$ cat config.mk
export PLATFORM = sky130hd
export DESIGN_NAME = touch_widget_hit_dispatch
export DESIGN_NICKNAME = d
export VERILOG_FILES = /design/src/rtl/twhd_pkg.sv /design/src/rtl/touch_widget_hit_dispatch.sv /design/src/rtl/twhd_rect_mem.sv
export SDC_FILE = /design/constraint.sdc
export NUM_CORES = 1
export LEC_CHECK = 0
export ABC_AREA = 1
export ABC_CLOCK_PERIOD_IN_PS = 6800
export BUFFER_PORTS_ARGS = -buffer_cell sky130_fd_sc_hd__clkbuf_2
export CAP_MARGIN = 20
export CELL_PAD_IN_SITES_DETAIL_PLACEMENT = 1
export CELL_PAD_IN_SITES_GLOBAL_PLACEMENT = 2
export CORE_MARGIN = 2
export CORE_UTILIZATION = 30
export DETAILED_ROUTE_END_ITERATION = 10
export PLACE_DENSITY_LB_ADDON = 0.1
export SKIP_LAST_GASP = 1
export SYNTH_ARGS = -nofsm -noshare
export SYNTH_HDL_FRONTEND = slang
export SYNTH_SLANG_ARGS = --single-unit
export TNS_END_PERCENT = 50
$ cat constraint.sdc
create_clock -name clk -period 6.8 [get_ports clk]
set_input_delay 0.68 -clock clk [delete_from_list [all_inputs] [get_ports clk]]
set_output_delay 0.68 -clock clk [all_outputs]
set_load 0.01 [all_outputs]
$ cat src/rtl/twhd_pkg.sv
// shared types, codes, constants and the rectangle hit test for the touch widget table
package twhd_pkg;

  // default table depth
  localparam int NUM_SLOTS_DEF = 16;

  // packed rectangle word: left, top, width, height from the low end
  localparam int COORD_W = 16;
  localparam int RECT_W  = 4 * COORD_W;

  // operation codes
  localparam logic [1:0] OP_REGISTER = 2'd0;
  localparam logic [1:0] OP_FREE     = 2'd1;
  localparam logic [1:0] OP_EVENT    = 2'd2;

  // result status codes
  localparam logic [2:0] ST_HIT        = 3'd0;
  localparam logic [2:0] ST_NONE       = 3'd1;
  localparam logic [2:0] ST_IGNORED    = 3'd2;
  localparam logic [2:0] ST_REGISTERED = 3'd3;
  localparam logic [2:0] ST_FULL       = 3'd4;
  localparam logic [2:0] ST_FREED      = 3'd5;
  localparam logic [2:0] ST_OTHER      = 3'd6;

  // packet bytes
  localparam logic [7:0] KIND_BUTTON  = 8'h41;
  localparam logic [7:0] KIND_AREA    = 8'h48;
  localparam logic [7:0] AREA_LEN     = 8'd8;
  localparam logic [7:0] CODE_PRESS   = 8'd1;
  localparam logic [7:0] CODE_REPEAT  = 8'd2;
  localparam logic [7:0] BTN_SLOT_MSK = 8'h7f;
  localparam logic [7:0] BTN_PRESS    = 8'h80;

  // control sequencer states
  typedef enum logic [1:0] {
    S_IDLE,
    S_SCAN,
    S_DONE
  } state_t;

  // inclusive hit test, edge sums at 17 bits so they never wrap
  function automatic logic point_in_rect(input logic [RECT_W-1:0] rect,
                                         input logic [COORD_W-1:0] x,
                                         input logic [COORD_W-1:0] y);
    logic [COORD_W:0] left;
    logic [COORD_W:0] top;
    logic [COORD_W:0] right;
    logic [COORD_W:0] bottom;
    left   = {1'b0, rect[COORD_W-1:0]};
    top    = {1'b0, rect[2*COORD_W-1:COORD_W]};
    right  = left + {1'b0, rect[3*COORD_W-1:2*COORD_W]};
    bottom = top + {1'b0, rect[4*COORD_W-1:3*COORD_W]};
    return ({1'b0, x} >= left) && ({1'b0, x} <= right) &&
           ({1'b0, y} >= top) && ({1'b0, y} <= bottom);
  endfunction

endpackage

$ cat src/rtl/touch_widget_hit_dispatch.sv
// touch widget slot table: register, free and touch event dispatch
// sequencing: free, button and other-kind words form their result on acceptance;
// register words and area words of length AREA_LEN that are not repeats walk the table
// from the top slot down, one slot per cycle through the rectangle memory, to the first hit
// throughput: one word at a time; a new word is taken only once the last result is loaded
// reset: synchronous, clears all occupied marks; the rectangle memory is not swept
module touch_widget_hit_dispatch
  import twhd_pkg::*;
#(
  parameter int NUM_SLOTS = NUM_SLOTS_DEF
) (
  input  logic                clk,
  input  logic                rst,
  input  logic                in_valid,
  output logic                in_ready,
  input  logic [1:0]          op,
  input  logic [COORD_W-1:0]  pos_x,
  input  logic [COORD_W-1:0]  pos_y,
  input  logic [COORD_W-1:0]  rect_width,
  input  logic [COORD_W-1:0]  rect_height,
  input  logic [3:0]          target_slot,
  input  logic [7:0]          pkt_len,
  input  logic [7:0]          pkt_kind,
  input  logic [7:0]          pkt_code,
  output logic                out_valid,
  input  logic                out_ready,
  output logic [2:0]          status,
  output logic [3:0]          slot_index,
  output logic                pressed,
  output logic                activity
);

  localparam int         IW  = (NUM_SLOTS > 1) ? $clog2(NUM_SLOTS) : 1;
  localparam logic [7:0] NS8 = 8'(NUM_SLOTS);
  localparam logic [IW-1:0] TOP_IDX = IW'(NUM_SLOTS - 1);

  state_t state, state_next;

  // held operands of the word being worked on
  logic [COORD_W-1:0] px_q, py_q, w_q, h_q;
  logic [7:0]         code_q;
  logic               scan_reg;

  // occupied marks
  logic [NUM_SLOTS-1:0] used;

  // scan pipeline: issue stage and compare stage
  logic [IW-1:0] iss_idx, cmp_idx;
  logic          iss_act, cmp_vld;

  // pending result
  logic [2:0] res_status;
  logic [3:0] res_slot;
  logic       res_pressed, res_act;

  logic              acc, rd_en, out_load, mem_we;
  logic [RECT_W-1:0] rd_data;
  logic              cmp_used, in_rect, cmp_hit, scan_end;
  logic [7:0]        btn_b, tslot8, cmp8;
  logic              btn_ok, tslot_ok, start_scan;

  // decode of the incoming word
  always_comb begin
    acc        = in_valid && in_ready;
    btn_b      = {1'b0, pkt_code[6:0] & BTN_SLOT_MSK[6:0]} - 8'd1;
    btn_ok     = (btn_b < NS8) ? used[btn_b[IW-1:0]] : 1'b0;
    tslot8     = 8'(target_slot);
    tslot_ok   = tslot8 < NS8;
    start_scan = (op == OP_REGISTER) ||
                 ((op == OP_EVENT) && (pkt_kind == KIND_AREA) &&
                  (pkt_len == AREA_LEN) && (pkt_code != CODE_REPEAT));
  end

  // compare stage of the scan
  always_comb begin
    cmp_used = used[cmp_idx];
    in_rect  = point_in_rect(rd_data, px_q, py_q);
    cmp_hit  = cmp_vld && (scan_reg ? !cmp_used : (cmp_used && in_rect));
    scan_end = cmp_hit || (cmp_vld && !iss_act);
    cmp8     = 8'(cmp_idx);
  end

  // next state
  always_comb begin
    state_next = state;
    case (state)
      S_IDLE: begin
        if (acc) begin
          state_next = start_scan ? S_SCAN : S_DONE;
        end
      end
      S_SCAN: begin
        if (scan_end) begin
          state_next = S_DONE;
        end
      end
      S_DONE: begin
        if (!out_valid || out_ready) begin
          state_next = S_IDLE;
        end
      end
      default: state_next = S_IDLE;
    endcase
  end

  // sequencer outputs
  always_comb begin
    in_ready = 1'b0;
    rd_en    = 1'b0;
    out_load = 1'b0;
    mem_we   = 1'b0;
    case (state)
      S_IDLE: in_ready = 1'b1;
      S_SCAN: begin
        rd_en  = iss_act;
        mem_we = cmp_hit && scan_reg;
      end
      S_DONE: out_load = !out_valid || out_ready;
      default: ;
    endcase
  end

  always_ff @(posedge clk) begin
    if (rst) begin
      state <= S_IDLE;
    end else begin
      state <= state_next;
    end
  end

  // operand capture
  always_ff @(posedge clk) begin
    if (acc) begin
      px_q     <= pos_x;
      py_q     <= pos_y;
      w_q      <= rect_width;
      h_q      <= rect_height;
      code_q   <= pkt_code;
      scan_reg <= (op == OP_REGISTER);
    end
  end

  // scan index pipeline
  always_ff @(posedge clk) begin
    if (rst) begin
      iss_act <= 1'b0;
      cmp_vld <= 1'b0;
    end else if (acc) begin
      iss_act <= start_scan;
      cmp_vld <= 1'b0;
    end else if (state == S_SCAN) begin
      if (scan_end) begin
        iss_act <= 1'b0;
        cmp_vld <= 1'b0;
      end else begin
        cmp_vld <= iss_act;
        if (iss_act && (iss_idx == '0)) begin
          iss_act <= 1'b0;
        end
      end
    end
  end

  always_ff @(posedge clk) begin
    if (acc) begin
      iss_idx <= TOP_IDX;
    end else if (rd_en) begin
      cmp_idx <= iss_idx;
      iss_idx <= iss_idx - IW'(1);
    end
  end

  // occupied marks
  always_ff @(posedge clk) begin
    if (rst) begin
      used <= '0;
    end else if (acc && (op == OP_FREE) && tslot_ok) begin
      used[tslot8[IW-1:0]] <= 1'b0;
    end else if (mem_we) begin
      used[cmp_idx] <= 1'b1;
    end
  end

  // result forming
  always_ff @(posedge clk) begin
    if (acc) begin
      res_status  <= ST_IGNORED;
      res_slot    <= 4'd0;
      res_pressed <= 1'b0;
      res_act     <= 1'b0;
      case (op)
        OP_REGISTER: res_status <= ST_FULL;
        OP_FREE: begin
          res_slot <= target_slot;
          if (tslot_ok) begin
            res_status <= ST_FREED;
          end
        end
        OP_EVENT: begin
          res_act <= 1'b1;
          if (pkt_kind == KIND_BUTTON) begin
            res_status <= ST_NONE;
            if (btn_ok) begin
              res_status  <= ST_HIT;
              res_slot    <= btn_b[3:0];
              res_pressed <= (pkt_code & BTN_PRESS) != 8'd0;
            end
          end else if (pkt_kind == KIND_AREA) begin
            if (start_scan) begin
              res_status <= ST_NONE;
            end
          end else begin
            res_status <= ST_OTHER;
          end
        end
        default: ;
      endcase
    end else if ((state == S_SCAN) && cmp_hit) begin
      res_slot <= cmp8[3:0];
      if (scan_reg) begin
        res_status <= ST_REGISTERED;
      end else begin
        res_status  <= ST_HIT;
        res_pressed <= (code_q == CODE_PRESS);
      end
    end
  end

  // output register
  always_ff @(posedge clk) begin
    if (rst) begin
      out_valid <= 1'b0;
    end else if (out_load) begin
      out_valid <= 1'b1;
    end else if (out_ready) begin
      out_valid <= 1'b0;
    end
  end

  always_ff @(posedge clk) begin
    if (out_load) begin
      status     <= res_status;
      slot_index <= res_slot;
      pressed    <= res_pressed;
      activity   <= res_act;
    end
  end

  twhd_rect_mem #(
    .DEPTH (NUM_SLOTS),
    .AW    (IW)
  ) u_rect_mem (
    .clk   (clk),
    .we    (mem_we),
    .waddr (cmp_idx),
    .wdata ({h_q, w_q, py_q, px_q}),
    .re    (rd_en),
    .raddr (iss_idx),
    .rdata (rd_data)
  );

endmodule

$ cat src/rtl/twhd_rect_mem.sv
// rectangle store: one write port, one read port with registered read data
module twhd_rect_mem
  import twhd_pkg::*;
#(
  parameter int DEPTH = NUM_SLOTS_DEF,
  parameter int AW    = (DEPTH > 1) ? $clog2(DEPTH) : 1
) (
  input  logic              clk,
  input  logic              we,
  input  logic [AW-1:0]     waddr,
  input  logic [RECT_W-1:0] wdata,
  input  logic              re,
  input  logic [AW-1:0]     raddr,
  output logic [RECT_W-1:0] rdata
);

  logic [RECT_W-1:0] mem [DEPTH];

  // write port
  always_ff @(posedge clk) begin
    if (we) begin
      mem[waddr] <= wdata;
    end
  end

  // read port, registered read data
  always_ff @(posedge clk) begin
    if (re) begin
      rdata <= mem[raddr];
    end
  end

endmodule
# Word-level counts from Yosys, hierarchy flattened
# Memory sizes are Yosys's and may differ from the RTL's. A register that Yosys moved wholly into a read port is not among the register bits.
# Cells that the tools add are included.
[word_totals]
ff_bits = 120
ram_bits = 1024
in_bits = 98
out_inout_bits = 11
elab_cells = 138
mem_count = 1
[classes]
add_sub_neg = 4
magnitude_cmp = 10
n_eq_ne = 13
n_mux = 50
n_bitwise = 4
n_reduce_logical = 35
[memory_table]
columns = ["name", "words", "word_bits", "rd", "rd_clocked_by_memory_dff", "write_ports", "line_no", "source"]
rows = [
  ["u_rect_mem.mem", 16, 64, 1, 1, 1, "twhd_rect_mem.sv:17", "logic [RECT_W-1:0] mem [DEPTH];"],
]
[ops]
columns = ["operator", "n"]
rows = [
  ["adder 16 x 16 -> 17 bit", 2],
  ["less-or-equal comparator 16 x 17 -> 1 bit", 2],
  ["greater-or-equal comparator 16 bit", 2],
  ["2-to-1 mux 16 bit", 2],
  ["2-to-1 mux 1 bit", 27],
  ["AND 16 bit", 1],
  ["== test 8 x 7 -> 1 bit, second input constant", 2],
  ["logical AND 1 bit", 16],
  ["2-to-1 mux 4 bit", 4],
  ["NOT 16 bit", 1],
  ["OR 16 bit", 1],
  ["< comparator 4 x 5 -> 1 bit, second input constant", 3],
  ["2-to-1 mux 2 bit", 6],
  ["2-to-1 mux 3 bit", 4],
  ["case mux 3 bit (3 select lines)", 1],
  ["binary-select mux 1 bit (select 4 bit)", 2],
  ["demux 1 bit (select 4 bit)", 2],
  ["== test 8 x 1 -> 1 bit, second input constant", 1],
  ["== test 8 x 4 -> 1 bit, second input constant", 1],
  ["greater-or-equal comparator 4 x 1 -> 1 bit, second input constant", 2],
  ["< comparator 8 x 5 -> 1 bit, second input constant", 1],
  ["!= test 8 x 2 -> 1 bit, second input constant", 1],
  ["case mux 4 bit (2 select lines)", 1],
  ["nonzero test 2 bit", 4],
  ["16 further kinds", 27],
]

# Logic depth before layout (Yosys ltp)
# Gate-level depths: netlist of run 1.
[depth]
ltp_word = 12
ltp_mapped = 28
ltp_nobuf = 28

# Cells and area by module
# A second synthesis of run 1 with hierarchy kept.
[hier_totals]
hier_cells = 5089
area_unflattened_um2 = 53754.1
[modules_own_cells]
columns = ["mod", "n_inst", "cells_each", "area_each_um2", "seq_area_each_um2"]
rows = [
  ["twhd_rect_mem", 1, 4210, 45899.0, 32671.3],
  ["touch_widget_hit_dispatch", 1, 879, 7855.0, 3353.2],
]

# Worst setup path before layout of run 1
# No wires, ideal clock.
[synth_path]
kind = "reg2reg"
start = "register cmp_idx[1]"
end = "memory u_rect_mem.mem[6][0] (netlist name), enable pin"
setup_time_ns = 0.565
arrival_time_ns = 5.865
required_ns = 6.235
setup_slack_ns = 0.370
path_stages_with_launch = 9
n_path_buf = 1
period_less_slack_ns = 6.430
path_cell_list = "edfxtp_1 -> nor2_2 -> inv_2 -> o22ai_1 -> o21bai_2 -> nand4_2 -> nand4_4 -> clkbuf_1 -> nor3_1"
[synth_via]
elab_chain_cells = 9
elab_cells_between_ends = 10
cone_classes = "mux (6); reduce/logical (4)"
[synth_rtl]
columns = ["element", "line_no", "source"]
rows = [
  ["from (decl)", "touch_widget_hit_dispatch.sv:48", "logic [IW-1:0] iss_idx, cmp_idx;"],
  ["from (signal assigned)", "touch_widget_hit_dispatch.sv:168", "cmp_idx <= iss_idx;"],
  ["binary-select mux 1 bit (select 4 bit)", "touch_widget_hit_dispatch.sv:76", "cmp_used = used[cmp_idx];"],
  ["2-to-1 mux 1 bit (implied by the code)", "touch_widget_hit_dispatch.sv:76", ""],
  ["logical AND 1 bit / zero test 1 bit (equally long branches)", "touch_widget_hit_dispatch.sv:78", "cmp_hit = cmp_vld && (scan_reg ? !cmp_used : (cmp_used && in_rect));"],
  ["2-to-1 mux 1 bit", "touch_widget_hit_dispatch.sv:78", ""],
  ["logical AND 1 bit", "touch_widget_hit_dispatch.sv:78", ""],
  ["logical AND 1 bit", "touch_widget_hit_dispatch.sv:116", "mem_we = cmp_hit && scan_reg;"],
  ["2-to-1 mux 1 bit", "touch_widget_hit_dispatch.sv:112", "case (state)"],
  ["2-to-1 mux 1 bit", "twhd_rect_mem.sv:21", "if (we) begin"],
  ["2-to-1 mux 1 bit (implied by the code)", "twhd_rect_mem.sv:22", "mem[waddr] <= wdata;"],
  ["to (decl)", "twhd_rect_mem.sv:17", ""],
]
# Parallel ways exist; a longest one is shown, timed or not. The select of a mux whose other input is x is not followed.

# Final worst setup path of run 1
[layout_path]
start = "register u_rect_mem.rdata[18] (read register of u_rect_mem.mem)"
end = "register res_status[2], enable pin"
[layout_via]
elab_chain_cells = 8
elab_cells_between_ends = 10
cone_classes = "add/sub (1); order compare (2); mux (1); reduce/logical (6)"
[layout_rtl]
columns = ["element", "line_no", "source"]
rows = [
  ["from (decl)", "twhd_rect_mem.sv:14", "output logic [RECT_W-1:0] rdata"],
  ["adder 16 x 16 -> 17 bit / greater-or-equal comparator 16 bit (equally long branches)", "twhd_pkg.sv:52, twhd_pkg.sv:54", ""],
  ["less-or-equal comparator 16 x 17 -> 1 bit / logical AND 1 bit (equally long branches)", "twhd_pkg.sv:54, twhd_pkg.sv:53", ""],
  ["logical AND 1 bit *", "twhd_pkg.sv:54", "({1'b0, y} >= top) && ({1'b0, y} <= bottom);"],
  ["logical AND 1 bit *", "touch_widget_hit_dispatch.sv:78", ""],
  ["2-to-1 mux 1 bit *", "touch_widget_hit_dispatch.sv:78", ""],
  ["logical AND 1 bit *", "touch_widget_hit_dispatch.sv:78", ""],
  ["logical AND 1 bit *", "touch_widget_hit_dispatch.sv:218", "end else if ((state == S_SCAN) && cmp_hit) begin"],
  ["nonzero test 2 bit (no line) *", "n/a", ""],
  ["to (signal assigned)", "touch_widget_hit_dispatch.sv:213", "res_status <= ST_OTHER;"],
  ["to (signal assigned)", "touch_widget_hit_dispatch.sv:221", "res_status <= ST_REGISTERED;"],
  ["to (signal assigned)", "touch_widget_hit_dispatch.sv:223", "res_status <= ST_HIT;"],
  ["to (decl)", "touch_widget_hit_dispatch.sv:52", "logic [2:0] res_status;"],
]
# Every way passes the cells marked *; elsewhere a longest branch is shown, timed or not.
# A chain may end at the register's enable or synchronous reset.

==> results of run 1 <==
[layer usage]
layer,track usage,share of wire,up-vias
li1,-,-,14121
met1,0.251,0.46,15933
met2,0.317,0.48,411
met3,0.0292,0.032,208
met4,0.0534,0.024,8
met5,0,0.00034,-
[per-stage QoR]
stage               worst slack [ns]  hold WS, ns   util
CTS                             2.51      0.00502  0.350
global placement                2.55        0.408  0.322
detailed placement              2.55        0.405  0.322
floorplan                      0.370        0.400      -
finish                          2.62       0.0775  0.350
global route                    2.13       0.0289  0.350
[area by class of cell]
cell class	instances	area [um2]	share of cell area
Multi-Input combinational cell	2108	11800	0.208
Inverter	123	487	0.00855
Sequential cell	1208	36000	0.633
Timing Repair Buffer	190	1250	0.0220
Clock inverter	71	578	0.0102
Tap cell	2175	2720	0.0478
Clock buffer	187	3980	0.0699
[power groups by stage]
stage,logic [mW],clock network [mW],registers [mW]
2_1_floorplan,0.174,0,8.49
3_3_place_gp,0.356,0,8.52
3_5_place_dp,0.358,0,8.52
4_1_cts,0.359,7.78,8.37
5_1_grt,0.394,8.03,8.38
6_report,0.347,7.54,8.36
[cell usage in the layout, fill, tap and decap left out, drive strengths merged, types with 84 or more instances in the layout]
cell / instances
clkbuf: 295
edfxtp: 1183
ha: 104
inv: 131
nand2: 219
nor2: 581
o211ai: 84
o21ai: 558
o221ai: 175
o22ai: 90
[cells by family after synthesis]
logic type                 Yosys count  synth area share
adders and majority gates          106            0.0273
buffers and inverters              346            0.0272
AOI/OAI and AO/OA                 1049             0.132
DFF                               1208             0.734
and+or+nand+nor                    924            0.0752
xor gates and xnor gates            29           0.00517
[worst reg2reg max path, cell delays in order, from the launching register on]
cell and delay (ns):
edfxtp_1 0.40, ha_1 0.39, nand2_1 0.08, nand2_1 0.08
nand2_1 0.05, and3_1 0.20, o21ai_1 0.29, a21oi_1 0.11
o21bai_1 0.22, nand2_1 0.08, nand2_1 0.06, a21oi_1 0.07
xor2_1 0.15, ha_1 0.27, nand2_1 0.09, nor2_1 0.05
a211oi_1 0.18, nand2_1 0.08, nand2_1 0.06, nand2_1 0.05
nand2_1 0.05, nand2_1 0.05, nand2_1 0.10, nand2_1 0.19
nand2_1 0.11, nand3_1 0.10, nand2_1 0.28
[worst max path at each step]
stage / to / startpoint
3_3_place_gp: res_status[2] / u_rect_mem.rdata[18]
5_1_grt: res_status[0] / u_rect_mem.rdata[18]
2_1_floorplan: u_rect_mem.mem[6][0] / cmp_idx[1]
4_1_cts: res_status[2] / u_rect_mem.rdata[18]
6_report: res_status[2] / u_rect_mem.rdata[18]
3_5_place_dp: res_status[1] / u_rect_mem.rdata[18]
==> metrics.md, run 1 <==
| Metric | Value |
|---|---|
| Crit path kind | `reg -> reg` |
| Register area share after synthesis | `0.734` |
| Startpoint Class | `flip-flop` |
| FF-to-FF End | `res_status[2]` |
| Fin area | `56900 um2` |
| First-pass GRT wire length | `230000 um` |
| Pwr dens | `286 nW/um2` |
| Post-synth ARST share | `0` |
| Most instantiated cells after synthesis | `edfxtp_1 (1183), nor2_1 (580), o21ai_0 (532), nand2_1 (216), clkbuf_1 (195)` |
| Worst Tran Pin Value | `1.16 ns` |
| Comb pwr share | `0.021` |
| Total track usage | `0.188` |
| Worst Path Required | `around 7.2 ns` |
| Seq pwr share | `0.515` |
| Setup-failing EPs final | `0` |
| PortBufs | `108` |
| Antenna-violating nets left | `0` |
| RSZ-0062 raised after global routing | `no` |
| Hold Path Sink | `px_q[0]` |
| Worst reg-to-reg path cell count | `26` |
| R2R Setup Slk | `2.62 ns` |
| Leak | `18.6 nW` |
| CP Max Fanout | `7` |
| Crit path depth | `26` |
| Layout net count | `roughly 4000` |
| Number of flops mapped to enable cells by yosys | `1183` |
| Crit path capture type | `flip-flop` |
| CTS max path bufs | `3` |
| CTS tree | `yes` |
| Iter 0 DRT Violations | `1689` |
| Fin Setup TNS | `0 ns` |
| Synth Cell Area | `49100 um2` |
| Placed cells | `5803` |
| Main synth FF type | `edfxtp_1` |
| H-Tree Depth | `4` |
| Setup bufs post-CTS | `0` |
| Grt ovf | `0` |
| Hold/Removal Path Class | `in -> reg` |
| Root Driver | `clkbuf_16` |
| Worst hold start | `pos_x[0]` |
| Rel. slew slack | `0.230` |
| Post-cts sizing count | `0` |
| Die Span Y | `409 um` |
| Largest net degree at the start of global routing | `190` |
| Count leader, synth | `edfxtp_1` |
| Overall power | `16.2 mW` |
| Seq cells post-synth | `1208` |
| Most used cell, CP | `nand2_1` |
| Status | `finished clean` |
| Psw | `3.50 mW` |
| Worst skew pair latency | `0.78 ns` |
| Max-slew violation count | `0` |
| Max stage delay on crit path | `roughly 0.40 ns` |
| Top flop regs | `u_rect_mem.mem: 1024 flops, u_rect_mem.rdata: 64 flops` |
| # diodes | `0` |
| Reg with most FFs | `u_rect_mem.mem` |
| Final wirelength | `approximately 160000 um` |
| WP data arrival | `4.61 ns` |
| Reg-to-Reg Start | `u_rect_mem.rdata[18]` |
| Endpoints failing hold | `0` |
| Row cnt | `~150` |
| GP Congestion | `slightly below 0.8` |
| # Max-Cap Violations | `0` |
| Antenna violations before repair | `16` |
| Crit path buffers/inverters | `0` |
| Slowest CP cell | `edfxtp_1` |
| Clock Sinks | `around 1200` |
| Mapped Cells | `3662` |
| Initial Utilization | `0.302` |
| Wire per inst | `26.2 um` |
| Fraction of layout instances using a drive strength above 1 | `0.114` |
| Yosys top cell area share | `0.723` |
| CTS Buf Count | `147` |
| Syn avg cell area | `13.4 um2` |
| Final HPWL from detailed placement | `85600 um` |
| Sw Ratio | `0.216` |
| Fin crit share | `0.614` |
| Area contributors post-synth | `edfxtp_1 (72%), o21ai_0 (5.4%), nor2_1 (4.4%)` |
| Yosys top cell by area | `edfxtp_1` |
| Synth-to-Final Area Change | `15.9%` |
| Max frequency | `around 240 MHz` |
| Layout filler cell count | `17083` |
| Synth warn | `0` |
| Clock Power Share | `0.464` |
| Cell Int Power | `12.7 mW` |
| VDD IR-drop max | `0.240 mV` |
| Die width | `409 um` |
| Vias | `a little over 30000` |
| Full die area | `167000 um2` |
| Post-Syn Nets | `3866` |
| Vias per Instance | `between 5 and 6` |
| Placed Area | `52300 um2` |
| Drc violations | `0` |
| Top delay family on crit path | `simple AND/OR/NAND/NOR gates` |
| Initial DRT Pass Iterations | `4` |
| Post-synthesis cell type count | `53` |
| Number of flip-flops in the largest register | `between 1000 and 1500` |
| Fin cells | `6062` |
| Post-CTS Hold Fix Bufs | `0` |
| Ports | `109` |
| Hold depth | `1` |
| Crit path time final | `4.18 ns` |
| Skew final | `0.0181 ns` |
| Reg clk slew, reported paths | `0.06 ns` |
| Placeable core area | `163000 um2` |
| Vias in the first global route | `32010` |
No activity file was read; power rests on OpenSTA's default activity.
==> run 2, diff against run 1 <==
--- a/config.mk
+++ b/config.mk
@@ -6,7 +6,7 @@
 export NUM_CORES = 1
 export LEC_CHECK = 0
 export ABC_AREA = 1
-export ABC_CLOCK_PERIOD_IN_PS = 6800
+export ABC_CLOCK_PERIOD_IN_PS = 4350
 export BUFFER_PORTS_ARGS = -buffer_cell sky130_fd_sc_hd__clkbuf_2
 export CAP_MARGIN = 20
 export CELL_PAD_IN_SITES_DETAIL_PLACEMENT = 1
==> constraint.sdc (replaced) <==
create_clock -name clk -period 4.35 [get_ports clk]
set_input_delay 0.435 -clock clk [delete_from_list [all_inputs] [get_ports clk]]
set_output_delay 0.435 -clock clk [all_outputs]
set_load 0.01 [all_outputs]
==> run 2 against run 1 <==
Against the previous run:
- count of clock-buffer cells in the layout increased by 7
- sequential power increased by 57%
- global-route usage grew 0.11 points
- cell count grew 2.0%
- worst hold slack gained 0.039 ns
- highest routed layer unchanged
- maximum frequency is 6.8% higher
- combinational power rose by 84%
- core utilization increased by 0.99 points
- largest cell class unchanged
- worst setup slack worse by 2.2 ns
- register-to-register slack got worse by 2.2 ns
- clock power grew 56%
- sequential share of layout area shrank 1.7 points
==> metrics.md, run 2 (synthesized netlist as in run 1, its figures left out) <==
| Metric | Value |
|---|---|
| Initial Utilization | `0.302 (unchanged)` |
| Wire length on met2 | `77200 um (+0.71%)` |
| Total track usage | `0.189 (+0.00106)` |
| Number of flip-flops in the largest register | `1024 (unchanged)` |
| Iter 0 DRT Violations | `1867 (+11%)` |
| Placeable core area | `163000 um2 (unchanged)` |
| H-Tree Depth | `4 (unchanged)` |
| Vias | `31090 (+1.3%)` |
| Startpoint Class | `flip-flop` |
| WP data arrival | `4.42 ns (-0.19 ns)` |
| Endpoints failing hold | `0 (unchanged)` |
| RSZ-0062 raised after global routing | `no` |
| Leak | `19.4 nW (+4.0%)` |
| Wire per inst | `25.6 um (-2.1%)` |
| Top flop regs | `u_rect_mem.mem: 1024 flops, u_rect_mem.rdata: 64 flops` |
| Fin crit share | `0.899 (+0.285)` |
| CTS tree | `yes` |
| CTS max path bufs | `3 (unchanged)` |
| Leading cell type in the layout, fill and taps excluded | `edfxtp_1` |
| Worst Tran Pin Value | `1.02 ns (-0.139 ns)` |
| Reg with most FFs | `u_rect_mem.mem` |
| PnR worst setup slack | `0.437 ns (-2.19 ns)` |
| Reg clk slew, reported paths | `0.06 ns (about the same)` |
| CTS Buf Count | `146 (-0.68%)` |
| Metal3 WL | `5140 um (+2.0%)` |
| Final wirelength | `158000 um (about the same)` |
| Largest net degree at the start of global routing | `140 (-26%)` |
| Die Span Y | `409 um (unchanged)` |
| Pre-CTS setup slack | `0.125 ns (-2.42 ns)` |
| Worst Path Required | `4.86 ns (-2.37 ns)` |
| Fraction of layout instances using a drive strength above 1 | `0.121 (+0.00680)` |
| Ports | `109 (unchanged)` |
| VDD IR-drop max | `0.409 mV (+70%)` |
| Skew final | `0.0169 ns (-0.00121 ns)` |
| Most frequent cells in the layout | `edfxtp_1 (1183), nor2_1 (578), o21ai_0 (531), nand2_1 (214), o221ai_1 (175)` |
| Row cnt | `148 (unchanged)` |
| GP Congestion | `0.766 (-0.45%)` |
| Vias in the first global route | `32687 (+2.1%)` |
| Rel. slew slack | `0.323 (+0.0928)` |
| Highest Signal Layer | `met5` |
| Max-slew violation count | `0 (unchanged)` |
| Synth-to-Final Area Change | `19.1%` |
| Crit path capture type | `flip-flop` |
| Clock Sinks | `1208 (unchanged)` |
| CP Max Fanout | `7 (unchanged)` |
| Vias per Instance | `5.03 (-0.67%)` |
| Hold/Removal Path Class | `in -> reg` |
| Drc violations | `0 (unchanged)` |
| Antenna-violating nets left | `0 (unchanged)` |
| Setup-failing EPs final | `0 (unchanged)` |
| Worst skew pair latency | `0.77 ns (about the same)` |
| Root Driver | `clkbuf_16` |
| PortBufs | `108 (unchanged)` |
| Initial DRT Pass Iterations | `5 (+1)` |
| Crit path time final | `3.91 ns (-0.265 ns)` |
| Crit path kind | `reg -> reg` |
| Met1 wire length | `72900 um (-0.22%)` |
| Final HPWL from detailed placement | `90200 um (+5.3%)` |
| First-pass GRT wire length | `231000 um (+0.68%)` |
| Max frequency | `256 MHz (+6.8%)` |
| Placed Area | `53200 um2 (+1.6%)` |
| Layout net count | `4095 (+2.8%)` |
| Fin area | `58500 um2 (+2.8%)` |
| Status | `finished clean` |
| Pwr dens | `436 nW/um2 (+53%)` |
| # Max-Cap Violations | `0 (unchanged)` |
| Grt ovf | `0 (unchanged)` |
| Antenna violations before repair | `15 (-1)` |
| Full die area | `167000 um2 (unchanged)` |
| Die width | `409 um (unchanged)` |
## run 2: cell types whose count changed in the layout (fill, tap and decap cells not counted), moves of 3 or more
cell,previous run,this run
dlygate4sd3_1,0,73
buf_12,8,44
clkbuf_1,32,43
nor3_2,16,6
nor3_4,0,10
buf_4,73,78
bufinv_16,7,10
## run 2: worst max-delay path, cell delays in order, from the launching register on
cell and delay [ns]:
edfxtp_1 0.41, ha_1 0.25, fa_1 0.41, nand3_1 0.09, nand2_1 0.11, nand4_1 0.09, nand2_1 0.12, a21oi_2 0.20
o21a_1 0.17, o21bai_1 0.08, xnor2_1 0.13, ha_1 0.29, nand2_1 0.10, nor2_1 0.05, nand4_1 0.07, o21ai_1 0.07
nor2_1 0.09, nand2_1 0.06, a21oi_1 0.26, nor2_1 0.09, nand2_2 0.16, nand2_1 0.07, nand3_1 0.15, nand2_4 0.11
## run 2: what timing repair did
action / CTS / global route
hold buffers: 73 / 0
resized for setup: 0 / 6
endpoints found under the hold margin: 73 / 0
setup endpoints to repair: 0 / 10
setup buffers: 0 / 0
## run 2: cell type report
cell class                 count  area (um2)
fill                       17090      104000
sequential                  1208       36000
multi-input combinational   2108       11900
clock buffer                 194        3940
timing repair buffer         304        2740
tap                         2175        2720
clock inverter                70         654
inverter                     123         487
antenna                        2        5.00
## run 2: metrics by stage
step	utilization	TNS (ns)	hold WS [ns]	power [mW]	instances
2_1_floorplan	-	-833.70	0.400	13.5	3662
3_3_place_gp	0.327	0	0.408	13.9	5844
3_5_place_dp	0.327	0	0.411	13.9	5845
4_1_cts	0.360	0	0.0399	25.9	6182
5_1_grt	0.360	0	0.0840	26.4	6182
6_report	0.360	0	0.116	25.5	6184
## run 2: final timing paths
path                                           from             to  slack (ns)  cells past startpoint
worst max-delay path            u_rect_mem.rdata[0]    res_slot[2]        0.44                     23
worst min register to register          res_slot[2]  slot_index[2]        0.42                      0
worst max register to register  u_rect_mem.rdata[0]    res_slot[2]        0.44                     23
worst min-delay path                          op[0]  res_status[0]        0.12                      3
## run 2: per-layer routing
metal | global-route usage | vias to the layer above
met5 | 0 | -
met4 | 0.0469 | 6
met3 | 0.0286 | 184
met2 | 0.321 | 460
met1 | 0.254 | 16078
li1 | - | 14362
## run 2: power breakdown
| group | switching (mW) | internal, mW |
|---|---|---|
| Sequential | 0.163 | 12.9 |
| Clock | 4.86 | 6.97 |
| Combinational | 0.415 | 0.222 |
| Total | 5.44 | 20.1 |
==> run 3, diff against run 2 <==
--- a/config.mk
+++ b/config.mk
@@ -12,9 +12,9 @@
 export CELL_PAD_IN_SITES_DETAIL_PLACEMENT = 1
 export CELL_PAD_IN_SITES_GLOBAL_PLACEMENT = 2
 export CORE_MARGIN = 2
-export CORE_UTILIZATION = 30
+export CORE_UTILIZATION = 45
 export DETAILED_ROUTE_END_ITERATION = 10
-export PLACE_DENSITY_LB_ADDON = 0.1
+export PLACE_DENSITY = 0.78
 export SKIP_LAST_GASP = 1
 export SYNTH_ARGS = -nofsm -noshare
 export SYNTH_HDL_FRONTEND = slang
==> run 3 against run 2 <==
Against the previous run:
- power decreased by 2.2%
- cell count is 13% lower
- count of clock-buffer cells in the layout is 21 lower
- worst setup slack worse by 0.081 ns
- clock skew up 0.0065 ns
- highest routed layer unchanged
- sequential power about the same
- largest cell class unchanged
- worst hold slack worse by 0.026 ns
- largest power group unchanged
==> metrics.md, run 3 (synthesized netlist as in run 1, its figures left out) <==
| Metric | Value |
|---|---|
| Reg-to-Reg Start | `u_rect_mem.rdata[0]` |
| Rel. slew slack | `0.190 (-0.133)` |
| Worst hold start | `in_valid` |
| Crit path buffers/inverters | `0 (unchanged)` |
| GR Util met1 | `0.332 (+0.0784)` |
| Top flop regs | `u_rect_mem.mem: 1024 flops, u_rect_mem.rdata: 64 flops` |
| Reg clk slew, reported paths | `0.06 ns (about the same)` |
| CTS Buf Count | `133 (-8.9%)` |
| Initial Utilization | `0.452 (+0.150)` |
| Psw | `5.11 mW (-5.9%)` |
| Skew final | `0.0234 ns (+0.00649 ns)` |
| Status | `finished clean` |
| Ports | `109 (unchanged)` |
| Worst skew pair latency | `0.74 ns (-0.03 ns)` |
| GP Congestion | `0.861 (+12%)` |
| Vias | `31694 (+1.9%)` |
| Pre-CTS setup slack | `0.123 ns (-0.00268 ns)` |
| Antenna violations before repair | `14 (-1)` |
| Setup-failing EPs final | `0 (unchanged)` |
| CTS tree | `yes` |
| Fraction of layout instances using a drive strength above 1 | `0.110 (-0.0118)` |
| Grt ovf | `0 (unchanged)` |
| VDD IR-drop max | `0.344 mV (-16%)` |
| Crit path kind | `reg -> reg` |
| WP data arrival | `4.42 ns (about the same)` |
| First-pass GRT wire length | `209000 um (-9.8%)` |
| Crit-path cells | `ha_1 -> fa_1 -> nand3_1 -> nand2_1 -> nand4_1 -> nand2_1 -> a21oi_2 -> o21a_1 -> o21bai_1 -> xnor2_1 -> ha_1 -> nand2_1 -> nor2_1 -> nand4_1 -> o21ai_0 -> nor2_1 -> nand2_1 -> a21oi_2 -> nor2_2 -> nand2_2 -> nand2_1 -> nand3_1 -> o21ai_2` |
| Leading cell type in the layout, fill and taps excluded | `edfxtp_1` |
| Placeable core area | `109000 um2 (-33%)` |
| Drc violations | `0 (unchanged)` |
| Max stage delay on crit path | `0.42 ns (about the same)` |
| Clock Sinks | `1208 (unchanged)` |
| Crit path time final | `3.99 ns (+0.0809 ns)` |
| Iter 0 DRT Violations | `2701 (+45%)` |
| Max-slew violation count | `0 (unchanged)` |
| Worst Path Required | `4.77 ns (-0.09 ns)` |
| Placed cells | `5036 (-14%)` |
| Fin crit share | `0.918 (+0.0186)` |
| Most used cell, CP | `nand2_1` |
| Vias per Instance | `5.92 (+18%)` |
| Final HPWL from detailed placement | `75000 um (-17%)` |
| Endpoints failing hold | `0 (unchanged)` |
| Clock Power Share | `0.453 (-0.010)` |
| Worst Tran Pin Value | `1.21 ns (+0.199 ns)` |
| Slowest CP cell | `fa_1` |
| Comb pwr share | `0.023 (-0.002)` |
| Antenna-violating nets left | `0 (unchanged)` |
| Full die area | `112000 um2 (-33%)` |
| Layout net count | `4034 (-1.5%)` |
| Crit path capture type | `flip-flop` |
| Startpoint Class | `flip-flop` |
| Initial DRT Pass Iterations | `6 (+1)` |
| Number of flip-flops in the largest register | `1024 (unchanged)` |
| Fin cells | `5351 (-13%)` |
| Root Driver | `clkbuf_16` |
| PnR worst setup slack | `0.357 ns (-0.0809 ns)` |
| Most frequent cells in the layout | `edfxtp_1 (1183), nor2_1 (578), o21ai_0 (532), nand2_1 (214), o221ai_1 (175)` |
| Overall power | `25.0 mW (-2.2%)` |
| # Max-Cap Violations | `0 (unchanged)` |
| Layout Utilization | `0.524 (+0.164)` |
| CTS max path bufs | `3 (unchanged)` |
| Hold/Removal Path Class | `in -> reg` |
| Die Span Y | `334 um (-18%)` |
| Met2 Track Usage GR | `0.408 (+0.0873)` |
| Top delay family on crit path | `simple AND/OR/NAND/NOR gates` |
| Die width | `334 um (-18%)` |
| Final wirelength | `140000 um (-12%)` |
| Wire per inst | `26.1 um (+1.8%)` |
| Leak | `19.0 nW (-2.1%)` |
| Sw Ratio | `0.205 (-0.00794)` |
| Met3 Use GR | `0.0497 (+0.0211)` |
| Cell Int Power | `19.8 mW (-1.3%)` |
| Vias in the first global route | `32901 (+0.65%)` |
| H-Tree Depth | `4 (unchanged)` |
| CP startpoint | `u_rect_mem.rdata[0]` |
| Pwr dens | `438 nW/um2 (+0.50%)` |
| PortBufs | `108 (unchanged)` |
| Total track usage | `0.251 (+0.0613)` |
| GR peak layer | `met2` |
| Largest net degree at the start of global routing | `210 (+50%)` |
| CP Max Fanout | `3 (-4)` |
| Placed Area | `51800 um2 (-2.6%)` |
| Max frequency | `250 MHz (-2.0%)` |
| Fin area | `56900 um2 (-2.7%)` |
| Row cnt | `121 (-18%)` |
| Reg with most FFs | `u_rect_mem.mem` |
| Seq pwr share | `0.524 (+0.012)` |
| Synth-to-Final Area Change | `15.9%` |
[run 3: metrics by stage]
step	hold WS [ns]	setup TNS, ns
CTS	0.0492	0
detailed placement	0.407	0
global route	0.118	-0.0452
floorplan	0.400	-833.70
finish	0.0906	0
global placement	0.404	0
[run 3: power groups by stage]
| stage | Clock (mW) | Sequential [mW] | Combinational, mW |
|---|---|---|---|
| after floorplan | 0 | 13.3 | 0.272 |
| after global placement | 0 | 13.3 | 0.517 |
| after detailed placement | 0 | 13.3 | 0.528 |
| after CTS | 11.5 | 13.1 | 0.583 |
| after global routing | 11.9 | 13.1 | 0.649 |
| final | 11.3 | 13.1 | 0.580 |
[run 3: layout make-up]
type / instances / area (um2)
Inverter: 123 / 484
Fill cell: 10560 / 51600
Antenna cell: 2 / 5.00
Tap cell: 1414 / 1770
Clock inverter: 67 / 751
Multi-Input combinational cell: 2108 / 11900
Sequential cell: 1208 / 36000
Clock buffer: 173 / 3630
Timing Repair Buffer: 256 / 2310
[run 3: repair_timing]
action                                  CTS  global route
hold endpoints to repair                 72             0
setup buffers                             0             0
resized for setup                         0             7
hold buffers                             72             0
endpoints found under the setup margin    0            12
[run 3: worst reg2reg max path: stages (launching register included)]
cell,delay [ns]
edfxtp_1,0.41
ha_1,0.26
fa_1,0.42
nand3_1,0.09
nand2_1,0.11
nand4_1,0.10
nand2_1,0.11
a21oi_2,0.18
o21a_1,0.17
o21bai_1,0.08
xnor2_1,0.14
ha_1,0.32
nand2_1,0.08
nor2_1,0.08
nand4_1,0.08
o21ai_0,0.17
nor2_1,0.05
nand2_1,0.10
a21oi_2,0.09
nor2_2,0.11
nand2_2,0.11
nand2_1,0.08
nand3_1,0.14
o21ai_2,0.20
[run 3: layer usage]
layer | up-vias | routed length, um
met2 | 908 | 66900
li1 | 14226 | -
met5 | - | 124
met3 | 282 | 8390
met4 | 18 | 4890
met1 | 16260 | 59200
[run 3: worst paths after layout]
kind / cells past startpoint / endpoint / slack [ns]
min reg2reg: 0 / activity / 0.42
max: 23 / res_pressed / 0.36
min: 3 / state[1] / 0.09
max reg2reg: 23 / res_pressed / 0.36
